--- config.mk ---
export PLATFORM = sky130hd
export DESIGN_NAME = tm_transfer_frame_decoder_unit
export DESIGN_NICKNAME = d
export VERILOG_FILES = /design/src/sv/tmfd_pkg.sv /design/src/sv/tmfd_parser.sv /design/src/sv/tm_transfer_frame_decoder_unit.sv
export SDC_FILE = /design/constraint.sdc
export NUM_CORES = 1
export LEC_CHECK = 0
export ABC_CLOCK_PERIOD_IN_PS = 7200
export BUFFER_PORTS_ARGS = -buffer_cell sky130_fd_sc_hd__buf_2
export CAP_MARGIN = 30
export CORE_UTILIZATION = 63
export DETAILED_ROUTE_END_ITERATION = 12
export PLACE_DENSITY = 0.82
export SLEW_MARGIN = 20
export SYNTH_ARGS = -nofsm -noshare
export SYNTH_HDL_FRONTEND = slang
export SYNTH_SLANG_ARGS = --single-unit
--- constraint.sdc ---
create_clock -name aclk -period 7.2 [get_ports aclk]
set_clock_uncertainty 0.1 [all_clocks]
set_input_delay 0.36 -clock aclk [delete_from_list [all_inputs] [get_ports aclk]]
set_output_delay 0.36 -clock aclk [all_outputs]
set_load 0.05 [all_outputs]
--- src/sv/tmfd_pkg.sv ---
// Package for the TM transfer frame decoder.
// Holds region and outcome codes, length limits and the header and word types.
// No dependencies.
package tmfd_pkg;

    // Length limits of a frame in octets.
    localparam int MAX_DATA_BYTES  = 1024;
    localparam int FRAME_LEN_MIN   = 8;
    localparam int FRAME_LEN_MAX   = 2048;
    localparam int FRAME_LEN_RESET = 1115;
    localparam int SEC_MIN_FRAME   = 10;
    localparam int PRI_HDR_LEN     = 6;
    localparam int OCF_LEN         = 4;
    localparam int FECF_LEN        = 2;

    // Region tag for each octet.
    typedef enum logic [2:0] {
        REG_PRI_HDR  = 3'd0,
        REG_SEC_ID   = 3'd1,
        REG_SEC_DATA = 3'd2,
        REG_DATA     = 3'd3,
        REG_OCF      = 3'd4,
        REG_FECF     = 3'd5,
        REG_DISCARD  = 3'd6
    } region_t;

    // Frame outcome.
    typedef enum logic [1:0] {
        OUT_OK        = 2'd0,
        OUT_INV_PARAM = 2'd1,
        OUT_INV_FRAME = 2'd2
    } outcome_t;

    // Header fields latched from the primary and secondary headers.
    typedef struct packed {
        logic [1:0]  shver;
        logic [15:0] dfs;
        logic [7:0]  vc;
        logic [7:0]  mc;
        logic        ocf;
        logic [2:0]  vcid;
        logic [9:0]  scid;
        logic [1:0]  ver;
    } tmfd_hdr_t;

    // One decoded result word.
    typedef struct packed {
        logic       last;
        outcome_t   outcome;
        tmfd_hdr_t  hdr;
        region_t    region;
        logic [7:0] data;
    } tmfd_res_t;

endpackage

--- src/sv/tmfd_parser.sv ---
// Frame position counter and header parser of the TM transfer frame decoder.
// Depends on tmfd_pkg; produces the decoded word for the octet on its input.
module tmfd_parser
    import tmfd_pkg::*;
(
    input  logic        aclk,
    input  logic        aresetn,
    input  logic        accept,
    input  logic [7:0]  in_byte,
    input  logic [11:0] frame_length,
    output tmfd_res_t   res
);

    logic [10:0] pos_reg, pos_next;
    tmfd_hdr_t   hdr_reg, hdr_cur, hdr_next;
    logic [5:0]  shlen_reg, shlen_cur, shlen_next;
    outcome_t    err_reg, err_cur, err_next;
    logic [11:0] len;
    logic [2:0]  ocf_len;
    logic        first;
    logic        last;
    region_t     region;

    // Checks that the frame holds the overhead and that the data field fits.
    function automatic outcome_t len_check(logic [11:0] l, logic [6:0] over);
        logic [12:0] lw;
        logic [12:0] ow;
        lw = {1'b0, l};
        ow = {6'd0, over};
        if (lw < ow) begin
            return OUT_INV_FRAME;
        end
        if (lw > ow + 13'(MAX_DATA_BYTES)) begin
            return OUT_INV_FRAME;
        end
        return OUT_OK;
    endfunction

    // Effective framing length: a zero length counts one octet, too long counts the maximum.
    always_comb begin
        if (frame_length == 12'd0) begin
            len = 12'd1;
        end else if (frame_length > 12'(FRAME_LEN_MAX)) begin
            len = 12'(FRAME_LEN_MAX);
        end else begin
            len = frame_length;
        end
    end

    // State as seen by this octet: everything is cleared at the start of a frame.
    assign first = (pos_reg == 11'd0);

    always_comb begin
        if (first) begin
            hdr_cur   = '0;
            shlen_cur = 6'd0;
            if (frame_length < 12'(FRAME_LEN_MIN) || frame_length > 12'(FRAME_LEN_MAX)) begin
                err_cur = OUT_INV_PARAM;
            end else begin
                err_cur = OUT_OK;
            end
        end else begin
            hdr_cur   = hdr_reg;
            shlen_cur = shlen_reg;
            err_cur   = err_reg;
        end
    end

    assign ocf_len = hdr_cur.ocf ? 3'(OCF_LEN) : 3'd0;

    // Field latching, length checks and region tagging.
    always_comb begin
        hdr_next   = hdr_cur;
        shlen_next = shlen_cur;
        err_next   = err_cur;
        region     = REG_DISCARD;
        if (err_cur == OUT_OK) begin
            if (pos_reg < 11'(PRI_HDR_LEN)) begin
                region = REG_PRI_HDR;
                case (pos_reg[2:0])
                    3'd0: begin
                        hdr_next.ver  = in_byte[7:6];
                        hdr_next.scid = {in_byte[5:0], 4'd0};
                    end
                    3'd1: begin
                        hdr_next.scid = hdr_cur.scid | {6'd0, in_byte[7:4]};
                        hdr_next.vcid = in_byte[3:1];
                        hdr_next.ocf  = in_byte[0];
                    end
                    3'd2: hdr_next.mc = in_byte;
                    3'd3: hdr_next.vc = in_byte;
                    3'd4: hdr_next.dfs = {in_byte, 8'd0};
                    default: begin
                        hdr_next.dfs = hdr_cur.dfs | {8'd0, in_byte};
                        if (!hdr_cur.dfs[15]) begin
                            err_next = len_check(len, 7'd8 + {4'd0, ocf_len});
                        end
                    end
                endcase
            end else if (hdr_cur.dfs[15] && pos_reg == 11'(PRI_HDR_LEN)) begin
                region = REG_SEC_ID;
                if (len < 12'(SEC_MIN_FRAME)) begin
                    err_next = OUT_INV_FRAME;
                end else begin
                    hdr_next.shver = in_byte[7:6];
                    shlen_next     = in_byte[5:0];
                    if (in_byte[5:0] == 6'd0) begin
                        err_next = OUT_INV_FRAME;
                    end else begin
                        err_next = len_check(len, 7'd9 + {1'b0, in_byte[5:0]}
                                                 + {4'd0, ocf_len});
                    end
                end
            end else if (hdr_cur.dfs[15] && pos_reg < 11'd7 + {5'd0, shlen_cur}) begin
                region = REG_SEC_DATA;
            end else if ({2'd0, pos_reg} + 13'(FECF_LEN) + {10'd0, ocf_len}
                         < {1'b0, len}) begin
                region = REG_DATA;
            end else if ({2'd0, pos_reg} + 13'(FECF_LEN) < {1'b0, len}) begin
                region = REG_OCF;
            end else begin
                region = REG_FECF;
            end
        end
    end

    // Frame end and next position.
    assign last     = ({1'b0, pos_reg} + 12'd1 >= len);
    assign pos_next = last ? 11'd0 : pos_reg + 11'd1;

    always_ff @(posedge aclk) begin
        if (!aresetn) begin
            pos_reg   <= 11'd0;
            err_reg   <= OUT_OK;
            hdr_reg   <= '0;
            shlen_reg <= 6'd0;
        end else if (accept) begin
            pos_reg   <= pos_next;
            err_reg   <= err_next;
            hdr_reg   <= hdr_next;
            shlen_reg <= shlen_next;
        end
    end

    // Decoded word for the octet being accepted.
    always_comb begin
        res.data    = in_byte;
        res.region  = region;
        res.hdr     = hdr_next;
        res.outcome = err_next;
        res.last    = last;
    end

endmodule

--- src/sv/tm_transfer_frame_decoder_unit.sv ---
// Top level of the TM transfer frame decoder: stream ports, length register, output register.
// Depends on tmfd_pkg and tmfd_parser.
// The result word of an accepted input word is registered and appears on the master side in the next cycle.
// Throughput: one word per cycle while m_tready is high; the parser and the single output register set this.
// Input is taken whenever the output register is empty or being drained in the same cycle.
// Reset (aresetn low, synchronous) empties the output, sets the frame length to 1115
// and restarts framing at the first octet of a frame.
module tm_transfer_frame_decoder_unit
    import tmfd_pkg::*;
(
    input  logic        aclk,
    input  logic        aresetn,
    input  logic        cfg_wr_en,
    input  logic [11:0] cfg_wr_data,   // frame_length
    input  logic        s_tvalid,
    output logic        s_tready,
    input  logic [7:0]  s_tdata,       // in_byte
    output logic        m_tvalid,
    input  logic        m_tready,
    // out_byte[7:0], frame_version[9:8], spacecraft[19:10], virtual_channel[22:20],
    // ocf_flag[23], master_count[31:24], virtual_count[39:32], status_word[55:40],
    // sec_header_version[57:56], outcome[59:58], zero[63:60]
    output logic [63:0] m_tdata,
    output logic [2:0]  m_tuser,       // region
    output logic        m_tlast        // frame_end
);

    logic [11:0] frame_length_reg;
    logic        valid_reg, valid_next;
    tmfd_res_t   res_reg;
    tmfd_res_t   res;
    logic        accept;

    // Frame length register.
    always_ff @(posedge aclk) begin
        if (!aresetn) begin
            frame_length_reg <= 12'(FRAME_LEN_RESET);
        end else if (cfg_wr_en) begin
            frame_length_reg <= cfg_wr_data;
        end
    end

    // Handshake: a new word enters when the output register is empty or frees up this cycle.
    assign s_tready = !valid_reg || m_tready;
    assign accept   = s_tvalid && s_tready;

    tmfd_parser u_parser (
        .aclk         (aclk),
        .aresetn      (aresetn),
        .accept       (accept),
        .in_byte      (s_tdata),
        .frame_length (frame_length_reg),
        .res          (res)
    );

    // Output register.
    always_comb begin
        if (accept) begin
            valid_next = 1'b1;
        end else if (m_tready) begin
            valid_next = 1'b0;
        end else begin
            valid_next = valid_reg;
        end
    end

    always_ff @(posedge aclk) begin
        if (!aresetn) begin
            valid_reg <= 1'b0;
        end else begin
            valid_reg <= valid_next;
        end
    end

    always_ff @(posedge aclk) begin
        if (accept) begin
            res_reg <= res;
        end
    end

    // Pack the result word onto the master side.
    assign m_tvalid = valid_reg;
    assign m_tdata  = {4'd0, res_reg.outcome, res_reg.hdr.shver, res_reg.hdr.dfs,
                       res_reg.hdr.vc, res_reg.hdr.mc, res_reg.hdr.ocf, res_reg.hdr.vcid,
                       res_reg.hdr.scid, res_reg.hdr.ver, res_reg.data};
    assign m_tuser  = res_reg.region;
    assign m_tlast  = res_reg.last;

    // An invalid length parameter discards every octet of the frame.
    a_param_discard: assert property (@(posedge aclk) disable iff (!aresetn)
        (m_tvalid && m_tdata[59:58] == OUT_INV_PARAM) |-> (m_tuser == REG_DISCARD))
        else $error("invalid parameter word not tagged discard");

    // A secondary id octet only appears when the status word flags a secondary header.
    a_sec_flag: assert property (@(posedge aclk) disable iff (!aresetn)
        (m_tvalid && m_tuser == REG_SEC_ID) |-> m_tdata[55])
        else $error("secondary id without secondary header flag");

    // With the output register empty the slave side must be ready.
    a_ready_empty: assert property (@(posedge aclk) disable iff (!aresetn)
        !m_tvalid |-> s_tready)
        else $error("input stalled while output register empty");

    // An accepted word is on the master side in the next cycle.
    a_accept_shown: assert property (@(posedge aclk) disable iff (!aresetn)
        (s_tvalid && s_tready) |=> m_tvalid)
        else $error("accepted word not presented");

endmodule
==> impl_metrics.json <==
{
  "post_dp_cell_area_mm2": 0.00832,
  "mappedNetlistArea_mm2": 0.00787,
  "place.gp.congestion": 0.993,
  "grt_pass1_wl_mm": 30.8,
  "postCtsSetupRepairBufs": 0,
  "first_pass_iters": 5,
  "wl_per_cell_um": 18.6,
  "synthFlopType": "dfxtp_1",
  "fill_cells": 870,
  "hold_class": "in -> reg",
  "route.vias.total": 6450,
  "yosysWarnings": 0,
  "hold_violations": 0,
  "yosys.area.top_type": "edfxtp_1",
  "num_rows": 40,
  "worst_r2r_startpoint": "u_parser.pos_reg[3]$_SDFFE_PN0P_",
  "synth_edf_count": 64,
  "start_util_pct": 65.0,
  "finalCritPeriodShare_pct": 65.0,
  "fin_area_mm2": 0.00896,
  "register_area_mm2": 0.00356,
  "insertion_delay_ns": 0.42,
  "yosysTopAreaCellShare_pct": 24.4,
  "hold_path_end": "frame_length_reg[4]$_SDFFE_PN1P_",
  "grt_overflow": 0,
  "drive_gt1_share_pct": 17.6,
  "rr_worst_depth": 14,
  "tightest_slew_ns": 0.848,
  "fmaxAchievable_mhz": 214,
  "areaGrowthSynthToFinish_pct": 13.9,
  "numCtsBuffers": 17,
  "die_h_um": 114,
  "p_leak_nw": 3.77,
  "drtIter0Drc": 794,
  "seqPwrFrac_pct": 41.8,
  "synth_adder_area_share_pct": 9.86,
  "startpoint_type": "flip-flop",
  "p_comb_share_pct": 15.8,
  "ctsHoldBuffers": 0,
  "synth_mux_area_share_pct": 2.07,
  "synth_cells": 779,
  "fin_crit_ns": 4.68,
  "seq_area_frac_synth_pct": 45.3,
  "switching_share_pct": 28.5,
  "multi_input_area_mm2": 0.00396,
  "path_buf_inv": 0,
  "min_from": "cfg_wr_data[4]",
  "crit_required_ns": 7.45,
  "drc": 0,
  "core-area_mm2": 0.0121,
  "worstPathArrival_ns": 4.93,
  "yosys.area_share.simple_pct": 15.0,
  "min_path_cells": 3,
  "finalWirelength_mm": 19.1,
  "path_max_fanout": 40,
  "status": "completed",
  "max-slew-margin-rel_pct": 43.5,
  "maxSlewViolCount": 0,
  "htree_levels": 4,
  "p_clk_share_pct": 42.3,
  "die_width_um": 114,
  "clk_pin_slew_ns": 0.06,
  "grt_pass1_vias": 6182,
  "largest_register_ffs": 60,
  "rrSetupSlack_ns": 2.52,
  "peakVddDrop_mv": 0.158,
  "net-switching-power_uw": 633,
  "fin_nets": 931,
  "synthArstFlopShare_pct": 0,
  "clock_sinks": 146,
  "portBuffers": 90,
  "power.internal_mw": 1.59,
  "vias_per_cell": 6.29,
  "synth_top_family_by_area": "compound AO/OA/AOI/OAI gates",
  "ctsLongestPathBuffers": 2,
  "ys_types": 68,
  "synth_compound_area_share_pct": 19.6,
  "synth-seq-cells": 146,
  "grt_max_degree": 73,
  "critPathMaxStageDelay_ns": 0.74,
  "final_common_cell": "buf_2",
  "track_usage_pct": 30.7,
  "syn_avg_cell_area_um2": 10.1,
  "maxCapViolCount": 0,
  "diodes": 0,
  "synth_xor_xnor_area_share_pct": 3.56,
  "dieArea_mm2": 0.0129,
  "io_pins": 95,
  "drtAntennaViolNets": 0,
  "rsz0062_at_grt": "false",
  "clockRootBuffer": "clkbuf_16",
  "critPathKind": "reg -> reg",
  "post-dp-hpwl_mm": 13.5,
  "ctsResizeCount": 0,
  "r2r-end": "u_parser.err_reg[1]$_SDFFE_PN0P_",
  "antenna_found_initial": 0,
  "critPathTopFamily": "simple AND/OR/NAND/NOR gates",
  "finalSetupTns_ns": 0,
  "layout_common_cells": "92 x buf_2, 86 x nand2_1, 82 x dfxtp_1",
  "setup_viol": 0,
  "end_kind": "flip-flop",
  "tritoncts": "yes",
  "powerDensity_mw_per_mm2": 248,
  "synthTopCellsByArea": "edfxtp_1 24%, dfxtp_1 21%, ha_1 9.9%",
  "cpMaxStageDelayCell": "or4_1",
  "cp_cell_sequence": "or4_1, or3_4, and2_1, ha_1, a31oi_1, nand2b_1, nand2_1, xor2_1, ha_1, a21o_1, a211o_1, or3_1, a311o_1, a31oi_1"
}
-- synth_stat cells, types with 3 or more instances --
cell type / instances
nand2_1: 86
dfxtp_1: 82
edfxtp_1: 64
ha_1: 62
a22o_1: 58
nor2_1: 57
clkbuf_1: 34
o21ai_0: 32
inv_1: 27
xnor2_1: 22
nand3_1: 21
a21oi_1: 17
nor3_1: 16
a32o_1: 14
mux2i_1: 14
a22oi_1: 10
and2_1: 10
buf_2: 10
xor2_1: 10
a32oi_1: 8
and3_1: 8
nand4_1: 8
nor4_1: 8
a211o_1: 7
buf_4: 7
nand2b_1: 7
o21a_1: 7
or4_1: 7
a21o_1: 5
or2_2: 4
a211oi_1: 3
a31oi_1: 3
o31ai_1: 3
or3_1: 3
-- power by group through the flow --
| stage | Clock (mW) | Sequential, mW | Combinational, mW |
|---|---|---|---|
| 6_report | 0.939 | 0.927 | 0.351 |
| 5_1_grt | 0.975 | 0.932 | 0.378 |
| 4_1_cts | 0.941 | 0.927 | 0.348 |
| 3_5_place_dp | 0 | 0.944 | 0.346 |
| 3_3_place_gp | 0 | 0.943 | 0.336 |
| 2_1_floorplan | 0 | 1.03 | 0.177 |
-- final cells by class --
class                   instances  share of cell area (%)
multi-input cells             555                    44.2
clock inverters                14                    2.22
inverters                      27                    1.13
well taps                     168                    2.35
flip-flops and latches        146                    39.8
clock buffers                  18                    4.79
repair buffers                 97                    5.56
-- through the flow --
step	power, mW	setup WS (ns)	util (%)	cells	hold slack (ns)
floorplan	1.21	2.89	-	782	0.341
global placement	1.28	2.69	68.6	990	0.362
detailed placement	1.29	2.58	68.7	992	0.365
global route	2.29	2.21	74.0	1025	0.0533
finish	2.22	2.52	74.0	1025	0.0542
CTS	2.22	2.54	73.9	1024	0.0453
-- how the worst max path moves through the flow --
stage	endpoint	start	slack, ns	cells past startpoint
finish	u_parser.err_reg[1]$_SDFFE_PN0P_	u_parser.pos_reg[3]$_SDFFE_PN0P_	2.52	14
global route	u_parser.err_reg[1]$_SDFFE_PN0P_	u_parser.pos_reg[3]$_SDFFE_PN0P_	2.21	14
detailed placement	u_parser.err_reg[1]$_SDFFE_PN0P_	u_parser.pos_reg[3]$_SDFFE_PN0P_	2.58	14
floorplan	u_parser.err_reg[1]$_SDFFE_PN0P_	u_parser.pos_reg[8]$_SDFFE_PN0P_	2.89	17
global placement	u_parser.err_reg[1]$_SDFFE_PN0P_	u_parser.pos_reg[3]$_SDFFE_PN0P_	2.69	14
CTS	u_parser.err_reg[1]$_SDFFE_PN0P_	u_parser.pos_reg[3]$_SDFFE_PN0P_	2.54	14
-- worst reg2reg max path, cell delays in order (launching register included) --
cell,delay [ns]
dfxtp_1,0.43
or4_1,0.74
or3_4,0.60
and2_1,0.29
ha_1,0.33
a31oi_1,0.23
nand2b_1,0.09
nand2_1,0.08
xor2_1,0.18
ha_1,0.27
a21o_1,0.18
a211o_1,0.30
or3_1,0.30
a311o_1,0.33
a31oi_1,0.16
-- per-layer routing --
layer	vias up	global-route usage [%]	wire [um]
met2	332	51.3	9120
met1	3050	38.5	7880
met3	47	7.65	1630
met4	0	11.3	438
li1	3021	-	-
met5	-	0	0
-- logic make-up after synthesis --
family	after synthesis
and+or+nand+nor	246
AOI/OAI and AO/OA	195
DFF	146
buffers and inverters	81
adders and majority gates	62
xor gates and xnor gates	32
muxes	16
other	1
No activity file was read; power rests on OpenSTA's default activity.
